--- src/design/crcwg_pkg.sv ---
package crcwg_pkg;

    localparam int DATA_W = 64;
    localparam int REM_W  = 32;
    localparam int LEN_W  = 6;
    localparam int ADDR_W = 4;
    localparam int APB_W  = 32;

    typedef enum logic {
        OP_GENERATE = 1'b0,
        OP_CHECK    = 1'b1
    } op_t;

    // Register index, taken from paddr[3:2]
    typedef enum logic [1:0] {
        REG_POLY      = 2'd0,
        REG_DEGREE    = 2'd1,
        REG_WORD_BITS = 2'd2,
        REG_NONE      = 2'd3
    } reg_idx_t;

    localparam logic [REM_W-1:0] POLY_RESET      = 32'h04C1_1DB7;
    localparam logic [LEN_W-1:0] DEGREE_RESET    = 6'd32;
    localparam logic [LEN_W-1:0] WORD_BITS_RESET = 6'd32;

    // Low n bits set; n of 64 gives all ones
    function automatic logic [DATA_W-1:0] low_mask(input logic [LEN_W:0] n);
        low_mask = ~({DATA_W{1'b1}} << n);
    endfunction

endpackage

--- src/design/crc_word_generate_check.sv ---
// Channel   Handshake            Payload
// -------   ------------------   ---------------------------------------
// item in   start / busy         op, bits, valid_bits
// result    done (1-cycle)       codeword, remainder, check_ok
// config    APB psel/penable     paddr, pwdata, prdata, pready
//
// One transaction per cycle; busy is never raised.
// From accept to done a transaction passes the input register, the
// alignment stage, one stage per 8 data bits of the division and the
// result register.
// rst_n resets the configuration registers, clears all stage valid flags.
// The receiver cannot stall: each result shows for exactly one cycle.
module crc_word_generate_check #(
    parameter int MAX_WORD   = 32,
    parameter int MAX_DEGREE = 32
) (
    input  logic                              clk,
    input  logic                              rst_n,
    input  logic                              start,
    output logic                              busy,
    input  crcwg_pkg::op_t                    op,
    input  logic [crcwg_pkg::DATA_W-1:0]      bits,
    input  logic [crcwg_pkg::LEN_W-1:0]       valid_bits,
    output logic                              done,
    output logic [crcwg_pkg::DATA_W-1:0]      codeword,
    output logic [crcwg_pkg::REM_W-1:0]       remainder,
    output logic                              check_ok,
    input  logic                              psel,
    input  logic                              penable,
    input  logic                              pwrite,
    input  logic [crcwg_pkg::ADDR_W-1:0]      paddr,
    input  logic [crcwg_pkg::APB_W-1:0]       pwdata,
    output logic [crcwg_pkg::APB_W-1:0]       prdata,
    output logic                              pready
);
    import crcwg_pkg::*;

    localparam int STEPS      = 8;
    localparam int NUM_STAGES = (MAX_WORD + STEPS - 1) / STEPS;
    localparam int PAD_W      = NUM_STAGES * STEPS;
    localparam int LATENCY    = NUM_STAGES + 3;

    // ---------------- configuration ----------------
    logic [REM_W-1:0] poly_reg;
    logic [LEN_W-1:0] degree_reg;
    logic [LEN_W-1:0] word_bits_reg;
    reg_idx_t         cfg_idx;

    assign pready  = 1'b1;
    assign cfg_idx = reg_idx_t'(paddr[3:2]);

    always_ff @(posedge clk or negedge rst_n)
    begin
        if (!rst_n)
        begin
            poly_reg      <= POLY_RESET;
            degree_reg    <= DEGREE_RESET;
            word_bits_reg <= WORD_BITS_RESET;
        end
        else if (psel && penable && pwrite)
        begin
            case (cfg_idx)
                REG_POLY:      poly_reg      <= pwdata;
                REG_DEGREE:    degree_reg    <= pwdata[LEN_W-1:0];
                REG_WORD_BITS: word_bits_reg <= pwdata[LEN_W-1:0];
                default:       ;
            endcase
        end
    end

    always_comb
    begin
        case (cfg_idx)
            REG_POLY:      prdata = poly_reg;
            REG_DEGREE:    prdata = APB_W'(degree_reg);
            REG_WORD_BITS: prdata = APB_W'(word_bits_reg);
            default:       prdata = '0;
        endcase
    end

    // Effective lengths: zero reads as one, oversize clamps to the maximum
    logic [LEN_W-1:0]      deg_eff;
    logic [LEN_W-1:0]      wb_eff;
    logic [LEN_W-1:0]      align_sh;
    logic [MAX_DEGREE-1:0] poly_left;

    always_comb
    begin
        if (degree_reg == '0)
            deg_eff = LEN_W'(1);
        else if (degree_reg > LEN_W'(MAX_DEGREE))
            deg_eff = LEN_W'(MAX_DEGREE);
        else
            deg_eff = degree_reg;

        if (word_bits_reg == '0)
            wb_eff = LEN_W'(1);
        else if (word_bits_reg > LEN_W'(MAX_WORD))
            wb_eff = LEN_W'(MAX_WORD);
        else
            wb_eff = word_bits_reg;
    end

    // The division register is held left-aligned at bit MAX_DEGREE-1
    assign align_sh  = LEN_W'(MAX_DEGREE) - deg_eff;
    assign poly_left = poly_reg[MAX_DEGREE-1:0] << align_sh;

    // ---------------- input register ----------------
    logic              in_v_reg;
    op_t               in_op_reg;
    logic [DATA_W-1:0] in_bits_reg;
    logic [LEN_W-1:0]  in_vb_reg;

    assign busy = 1'b0;

    always_ff @(posedge clk or negedge rst_n)
    begin
        if (!rst_n)
            in_v_reg <= 1'b0;
        else
            in_v_reg <= start && !busy;
    end

    always_ff @(posedge clk)
    begin
        if (start && !busy)
        begin
            in_op_reg   <= op;
            in_bits_reg <= bits;
            in_vb_reg   <= valid_bits;
        end
    end

    // ---------------- alignment ----------------
    // Split the message into the high part A (fed through the divider)
    // and the low part B (xored onto the result): M mod P = A*x^d mod P ^ B
    logic [DATA_W-1:0]     word_gen;
    logic [DATA_W-1:0]     cw_chk;
    logic [LEN_W:0]        clear_n;
    logic [PAD_W-1:0]      a_next;
    logic [MAX_DEGREE-1:0] b_next;
    logic [DATA_W-1:0]     cw_next;

    always_comb
    begin
        word_gen = in_bits_reg & low_mask({1'b0, wb_eff});
        clear_n  = {1'b0, wb_eff} - {1'b0, in_vb_reg};
        if (in_vb_reg < wb_eff)
            word_gen = word_gen & ~low_mask(clear_n);
        cw_chk = in_bits_reg & low_mask({1'b0, wb_eff} + {1'b0, deg_eff});

        if (in_op_reg == OP_CHECK)
        begin
            a_next  = PAD_W'(cw_chk >> deg_eff);
            b_next  = MAX_DEGREE'(cw_chk & low_mask({1'b0, deg_eff}));
            cw_next = cw_chk;
        end
        else
        begin
            a_next  = PAD_W'(word_gen);
            b_next  = '0;
            cw_next = word_gen << deg_eff;
        end
    end

    // ---------------- division pipeline ----------------
    logic                  v_reg   [0:NUM_STAGES];
    op_t                   op_reg  [0:NUM_STAGES];
    logic [PAD_W-1:0]      a_reg   [0:NUM_STAGES];
    logic [MAX_DEGREE-1:0] b_reg   [0:NUM_STAGES];
    logic [DATA_W-1:0]     cw_reg  [0:NUM_STAGES];
    logic [MAX_DEGREE-1:0] crc_reg [0:NUM_STAGES];

    always_ff @(posedge clk or negedge rst_n)
    begin
        if (!rst_n)
            v_reg[0] <= 1'b0;
        else
            v_reg[0] <= in_v_reg;
    end

    always_ff @(posedge clk)
    begin
        if (in_v_reg)
        begin
            op_reg[0]  <= in_op_reg;
            a_reg[0]   <= a_next;
            b_reg[0]   <= b_next;
            cw_reg[0]  <= cw_next;
            crc_reg[0] <= '0;
        end
    end

    for (genvar s = 0; s < NUM_STAGES; s++)
    begin : g_stage
        logic [MAX_DEGREE-1:0] crc_next;
        logic [STEPS-1:0]      chunk;

        assign chunk = a_reg[s][PAD_W-1-STEPS*s -: STEPS];

        // Advance eight message bits, most significant first
        always_comb
        begin
            crc_next = crc_reg[s];
            for (int k = STEPS - 1; k >= 0; k--)
            begin
                if (crc_next[MAX_DEGREE-1] ^ chunk[k])
                    crc_next = (crc_next << 1) ^ poly_left;
                else
                    crc_next = crc_next << 1;
            end
        end

        always_ff @(posedge clk or negedge rst_n)
        begin
            if (!rst_n)
                v_reg[s+1] <= 1'b0;
            else
                v_reg[s+1] <= v_reg[s];
        end

        always_ff @(posedge clk)
        begin
            if (v_reg[s])
            begin
                op_reg[s+1]  <= op_reg[s];
                a_reg[s+1]   <= a_reg[s];
                b_reg[s+1]   <= b_reg[s];
                cw_reg[s+1]  <= cw_reg[s];
                crc_reg[s+1] <= crc_next;
            end
        end
    end

    // ---------------- result register ----------------
    logic [MAX_DEGREE-1:0] rem_final;
    logic                  done_reg;
    logic [DATA_W-1:0]     codeword_reg;
    logic [REM_W-1:0]      remainder_reg;
    logic                  check_ok_reg;

    assign rem_final = (crc_reg[NUM_STAGES] >> align_sh) ^ b_reg[NUM_STAGES];

    always_ff @(posedge clk or negedge rst_n)
    begin
        if (!rst_n)
            done_reg <= 1'b0;
        else
            done_reg <= v_reg[NUM_STAGES];
    end

    always_ff @(posedge clk)
    begin
        if (v_reg[NUM_STAGES])
        begin
            remainder_reg <= REM_W'(rem_final);
            if (op_reg[NUM_STAGES] == OP_CHECK)
            begin
                codeword_reg <= cw_reg[NUM_STAGES];
                check_ok_reg <= (rem_final == '0);
            end
            else
            begin
                codeword_reg <= cw_reg[NUM_STAGES] | DATA_W'(rem_final);
                check_ok_reg <= 1'b0;
            end
        end
    end

    assign done      = done_reg;
    assign codeword  = codeword_reg;
    assign remainder = remainder_reg;
    assign check_ok  = check_ok_reg;

    // ---------------- assertions ----------------
    a_latency : assert property (@(posedge clk) disable iff (!rst_n)
        start && !busy |-> ##LATENCY done)
        else $error("accepted transaction did not complete on time");

    a_ok_zero : assert property (@(posedge clk) disable iff (!rst_n)
        done && check_ok |-> remainder == '0)
        else $error("check_ok with nonzero remainder");

    a_rem_width : assert property (@(posedge clk) disable iff (!rst_n)
        done |-> (remainder >> deg_eff) == '0)
        else $error("remainder wider than degree");

    a_no_result : assert property (@(posedge clk) disable iff (!rst_n)
        !v_reg[NUM_STAGES] |=> !done)
        else $error("result strobe without a transaction in flight");

endmodule
--- config.mk ---
export PLATFORM = sky130hd
export DESIGN_NAME = crc_word_generate_check
export DESIGN_NICKNAME = d
export VERILOG_FILES = /design/src/design/crcwg_pkg.sv /design/src/design/crc_word_generate_check.sv
export SDC_FILE = /design/constraint.sdc
export NUM_CORES = 2
export LEC_CHECK = 0
export ABC_AREA = 1
export BUFFER_PORTS_ARGS = -buffer_cell sky130_fd_sc_hd__buf_2
export CAP_MARGIN = 20
export CORE_ASPECT_RATIO = 1.4
export CORE_MARGIN = 2
export CORE_UTILIZATION = 65
export CTS_BUF_LIST = sky130_fd_sc_hd__clkbuf_2 sky130_fd_sc_hd__clkbuf_4 sky130_fd_sc_hd__clkbuf_8
export DETAILED_ROUTE_END_ITERATION = 12
export GPL_TIMING_DRIVEN = 0
export HOLD_SLACK_MARGIN = 0.08
export PLACE_DENSITY = 0.88
export SETUP_SLACK_MARGIN = 0.2
export SLEW_MARGIN = 20
export SYNTH_ARGS = -nofsm -noshare
export SYNTH_HDL_FRONTEND = slang
export SYNTH_SLANG_ARGS = --single-unit
--- constraint.sdc ---
create_clock -name clk -period 6.9 [get_ports clk]
set_input_delay 0.345 -clock clk [delete_from_list [all_inputs] [get_ports clk]]
set_output_delay 0.345 -clock clk [all_outputs]
set_load 0.02 [all_outputs]
==> impl_metrics.ini, run 1 <==
[run_status]
status = aborted with a tool error
lastStage = 5_1_grt
error = [ERROR GRT-0116] Global routing finished with congestion. Check the congestion regions in the DRC Viewer.

[floorplanning]
fp-row-count = 130
fp.dieH_microns = 360
start_util = 0.657
die_width_microns = 259
io_pins = 245

[synthesis]
syn_nets = 7592
ys_seq_area_frac = 0.460
synth_flop_cell = edfxtp_1
synth_cell_types = 70
syn_area_sq_um = 59000
ys_async_sr_fraction = 0.0559
syn_area_per_cell_sq_um = 7.91
synth_seq_cells = 912
synth_edf_count = 861
synthesis.instances = 7461
yosysWarnings = 0

[clocking]
htree_num_levels = 4
cts_max_path_buffers = 3
numCtsBuffers = 135
clock-root-buffer = clkbuf_8
cts.sinks = 912

[global_route]
grt.overflow.total = 592
track_usage = 0.699
grt_max_degree = 73
grt_pass1_wl_microns = 483000
grt_pass1_vias = 65346

[placement]
place.port_buffers = 240
gp_congestion = 1.35
hpwl_microns = 202000
==> layer usage <==
metal  global-route usage  GRT overflow
met3                0.494             9
met1                0.716             3
met2                0.904           356
met4                0.670           224
met5                0.157             0
==> timing repair <==
item	4_1_cts
gates resized for setup	145
hold buffers	112
setup endpoints to repair	291
endpoints found under the hold margin	186
setup buffers	11
pin swaps	7
==> stage by stage <==
step	setup slack [ns]	instances	cell area [sq um]	utilization
after detailed placement	-3.21	8906	62100	0.692
after CTS	0.191	9270	66400	0.740
after global placement	-3.13	8889	61700	0.687
after floorplan	1.06	7461	59000	-
==> cell usage after synthesis (all sizes together), types with 3 or more instances <==
cell	number	share of area
o31ai	6	0.00076
edfxtp	861	0.44
o221ai	16	0.0024
xnor2	253	0.038
o211a	4	0.00068
o21a	11	0.0014
nand3	822	0.073
nand2	2319	0.15
inv	685	0.044
o22a	3	0.00045
nor3b	5	0.00064
buf	237	0.022
nand2b	13	0.0014
dfrtp	35	0.015
a21oi	127	0.011
a221oi	3	0.00045
a31oi	17	0.0018
ha	16	0.0034
and2	4	0.00047
nor4	9	0.00095
a21boi	5	0.00064
nand3b	31	0.0042
a211oi	15	0.0019
o21ai	570	0.048
dfstp	16	0.0071
or2	15	0.0016
nor2	601	0.039
o2111ai	10	0.0015
a22oi	4	0.00051
o311ai	3	0.00045
o211ai	21	0.0027
clkinv	18	0.0011
xor2	315	0.047
o21bai	43	0.0055
o22ai	24	0.0025
nand4	29	0.0031
mux2i	40	0.0068
clkbuf	216	0.014
nor3	21	0.0018
==> cell families after synthesis <==
| logic type | count (synthesis) | share of synthesized area |
|---|---|---|
| DFF | 912 | 0.460 |
| adders and majority gates | 18 | 0.00407 |
| and+or+nand+nor | 3870 | 0.278 |
| AOI/OAI and AO/OA | 895 | 0.0847 |
| muxes | 40 | 0.00679 |
| buffers and inverters | 1156 | 0.0812 |
| other | 2 | 0.000127 |
| xor gates and xnor gates | 568 | 0.0850 |
==> run 2, diff against run 1 <==
--- a/config.mk
+++ b/config.mk
@@ -8,15 +8,11 @@
 export ABC_AREA = 1
 export BUFFER_PORTS_ARGS = -buffer_cell sky130_fd_sc_hd__buf_2
 export CAP_MARGIN = 20
-export CORE_ASPECT_RATIO = 1.4
 export CORE_MARGIN = 2
-export CORE_UTILIZATION = 65
-export CTS_BUF_LIST = sky130_fd_sc_hd__clkbuf_2 sky130_fd_sc_hd__clkbuf_4 sky130_fd_sc_hd__clkbuf_8
+export CORE_UTILIZATION = 40
 export DETAILED_ROUTE_END_ITERATION = 12
 export GPL_TIMING_DRIVEN = 0
-export HOLD_SLACK_MARGIN = 0.08
-export PLACE_DENSITY = 0.88
-export SETUP_SLACK_MARGIN = 0.2
+export PLACE_DENSITY_LB_ADDON = 0.15
 export SLEW_MARGIN = 20
 export SYNTH_ARGS = -nofsm -noshare
 export SYNTH_HDL_FRONTEND = slang
==> run 2 against run 1 <==
Effect of this change: the flow now finishes, with violations (negative setup slack); synthesized area stayed put; synthesized cell count is the same.
==> impl_metrics.ini, run 2 <==
[synthesis]
yosys.area_share.simple = 0.278
synthMuxAreaShare = 0.00679
synth_seq_cells = 912
synthXorXnorAreaFrac = 0.0850
netlist_top_cells_count = nand2_1, edfxtp_1, nand3_1
synth-compound-area-share = 0.0847
yosysWarnings = 0
synth_cell_types = 70
yosysTopAreaCellShare = 0.438
ys_async_sr_fraction = 0.0559
ys_seq_area_frac = 0.460
synthAdderAreaFrac = 0.00407
synth.top_cells.by_area = edfxtp_1, nand2_1, nand3_1, o21ai_0, xor2_1
syn_area_per_cell_sq_um = 7.91
synth_flop_cell = edfxtp_1
syn_nets = 7592
synth_top_family_by_area = simple AND/OR/NAND/NOR gates
syn_area_sq_um = 59000
synth_edf_count = 861
synthMostInstantiatedCell = nand2_1
synth_area_leader_cell = edfxtp_1
synthesis.instances = 7461

[floorplanning]
core_area_sq_um = 146000
io_pins = 245
dieArea_sq_um = 151000
fp-row-count = 140
fp.dieH_microns = 388
die_width_microns = 388
start_util = 0.404

[route]
drc = 0
dr.first_iter.drc_count = 8252
drt_pre_antenna_iters = 6
totalWireLength_microns = 284000
antenna_left = 0
via_per_inst = 5.66
wl_per_cell_microns = 28.5
vias = 56361

[global_route]
grt.overflow.total = 0
grt_max_degree = 57
grt_pass1_vias = 51102
grt_pass1_wl_microns = 390000
antenna_found_initial = 14
track_usage = 0.367

[timing]
postLayoutSetupSlackWorst_ns = -0.0364
period_minus_slack_ns = 6.94
finalHoldViolations = 0
setup_viol = 2
slew_viol_final = 0
relSlewSlack = 0.123
whs_ns = 0.0709
finalCritPeriodShare = 1.01
fmax_mhz = 144
clock-skew-final_ns = 0.0739
worst_pin_slew_ns = 1.32

[clocking]
clock_latency_ns = 0.77
clock-root-buffer = clkbuf_16
htree_num_levels = 3
numCtsBuffers = 98
cts_tree = yes
cts.sinks = 912
cts_max_path_buffers = 3
path_clk_slew_ns = 0.07

[run_status]
failed_checks = negative setup slack
status = finished, violations left

[finish]
seqCellArea_sq_um = 27200
largest_register_ffs = 320
layout_commonest_cell = nand2_1
final_cell_mix = nand2_1, edfxtp_1, nand3_1, inv_1, nor2_1
nets = 8081
drive_gt1_frac = 0.115
fin_util = 0.470
syn_to_final_growth_pct = 16.4
multiInputGateArea_sq_um = 27600
nFillCells = 14466

[setup_path]
max_stage_delay_ns = 0.65
cp_common_cell = o21ai_0
cp.arrival_ns = 7.39
cp_max_fo = 37
cp-end-kind = register
critPathLaunchType = register
critPathKind = register to register
slowest_stage = o21ai_0
critPathRequiredTime_ns = 7.35
r2r_slack_ns = -0.04

[run]
maxCapViolCount = 0

[placement]
gp_congestion = 1.07
place.port_buffers = 240
hpwl_microns = 228000

[hold_path]
hp-class = input pin to register
run 2: cell counts after synthesis:
No cell type changed its count.
run 2: per-stage QoR:
stage                     area, sq um  cells   TNS, ns  setup WS [ns]
after floorplan                 59000   7461         0           1.06
after detailed placement        63100   9639   -549.63          -3.53
final                           68700   9954   -0.0663        -0.0364
after CTS                       68200   9941    -0.146        -0.0976
after global routing            68700   9950  -0.00347       -0.00226
after global placement          62600   9618   -660.89          -4.37
run 2: path summary, 6_finish.rpt:
kind	from	endpoint	cells after the start
min in group asynchronous	rst_n	poly_reg[6]	2
setup / recovery	degree_reg[5]	a_reg[0][2]	25
hold / removal	paddr[3]	degree_reg[0]	5
max in group asynchronous	rst_n	v_reg[4]	2
setup reg to reg	degree_reg[5]	a_reg[0][2]	25
hold reg to reg	b_reg[0][43]	b_reg[0][75]	0
run 2: area by class of cell:
cell class / instances / share of cell area
inverters: 703 / 0.0392
clock inverters: 62 / 0.0126
well taps: 1917 / 0.0349
multi-input cells: 5394 / 0.402
clock buffers: 121 / 0.0374
repair buffers: 396 / 0.0436
flip-flops and latches: 912 / 0.396
plain buffers: 445 / 0.0345
diodes: 4 / 0.000146
run 2: worst max-delay path, delay by kind of cell, from the launching register on:
family	cells	cell delay (ns)
compound gates	8	2.81
buf+inv	8	1.49
simple gates	6	0.79
mux	1	0.28
fa+ha+maj	2	0.66
flops	1	0.53
run 2: logic make-up after synthesis:
logic type      count (synthesis)
fa+ha+maj                      18
mux                            40
compound gates                895
xor+xnor                      568
buf+inv                      1156
flops                         912
simple gates                 3870
other cells                     2
run 2: repair_timing:
item	4_1_cts	5_1_grt
gates cloned	0	1
gates resized for setup	177	129
hold endpoints to repair	168	0
hold buffers	105	0
pin swaps	11	12
buffers inserted	19	11
setup endpoints to repair	320	182
run 2: per-layer routing:
metal	track usage	routed length, microns
met1	0.533	124000
met2	0.521	114000
met3	0.100	34400
met4	0.126	11600
met5	0	49
Power of run 2 is left out: the tool's default activity adds up to more than one toggle a clock period on the data nets, which glitch-free logic cannot reach.
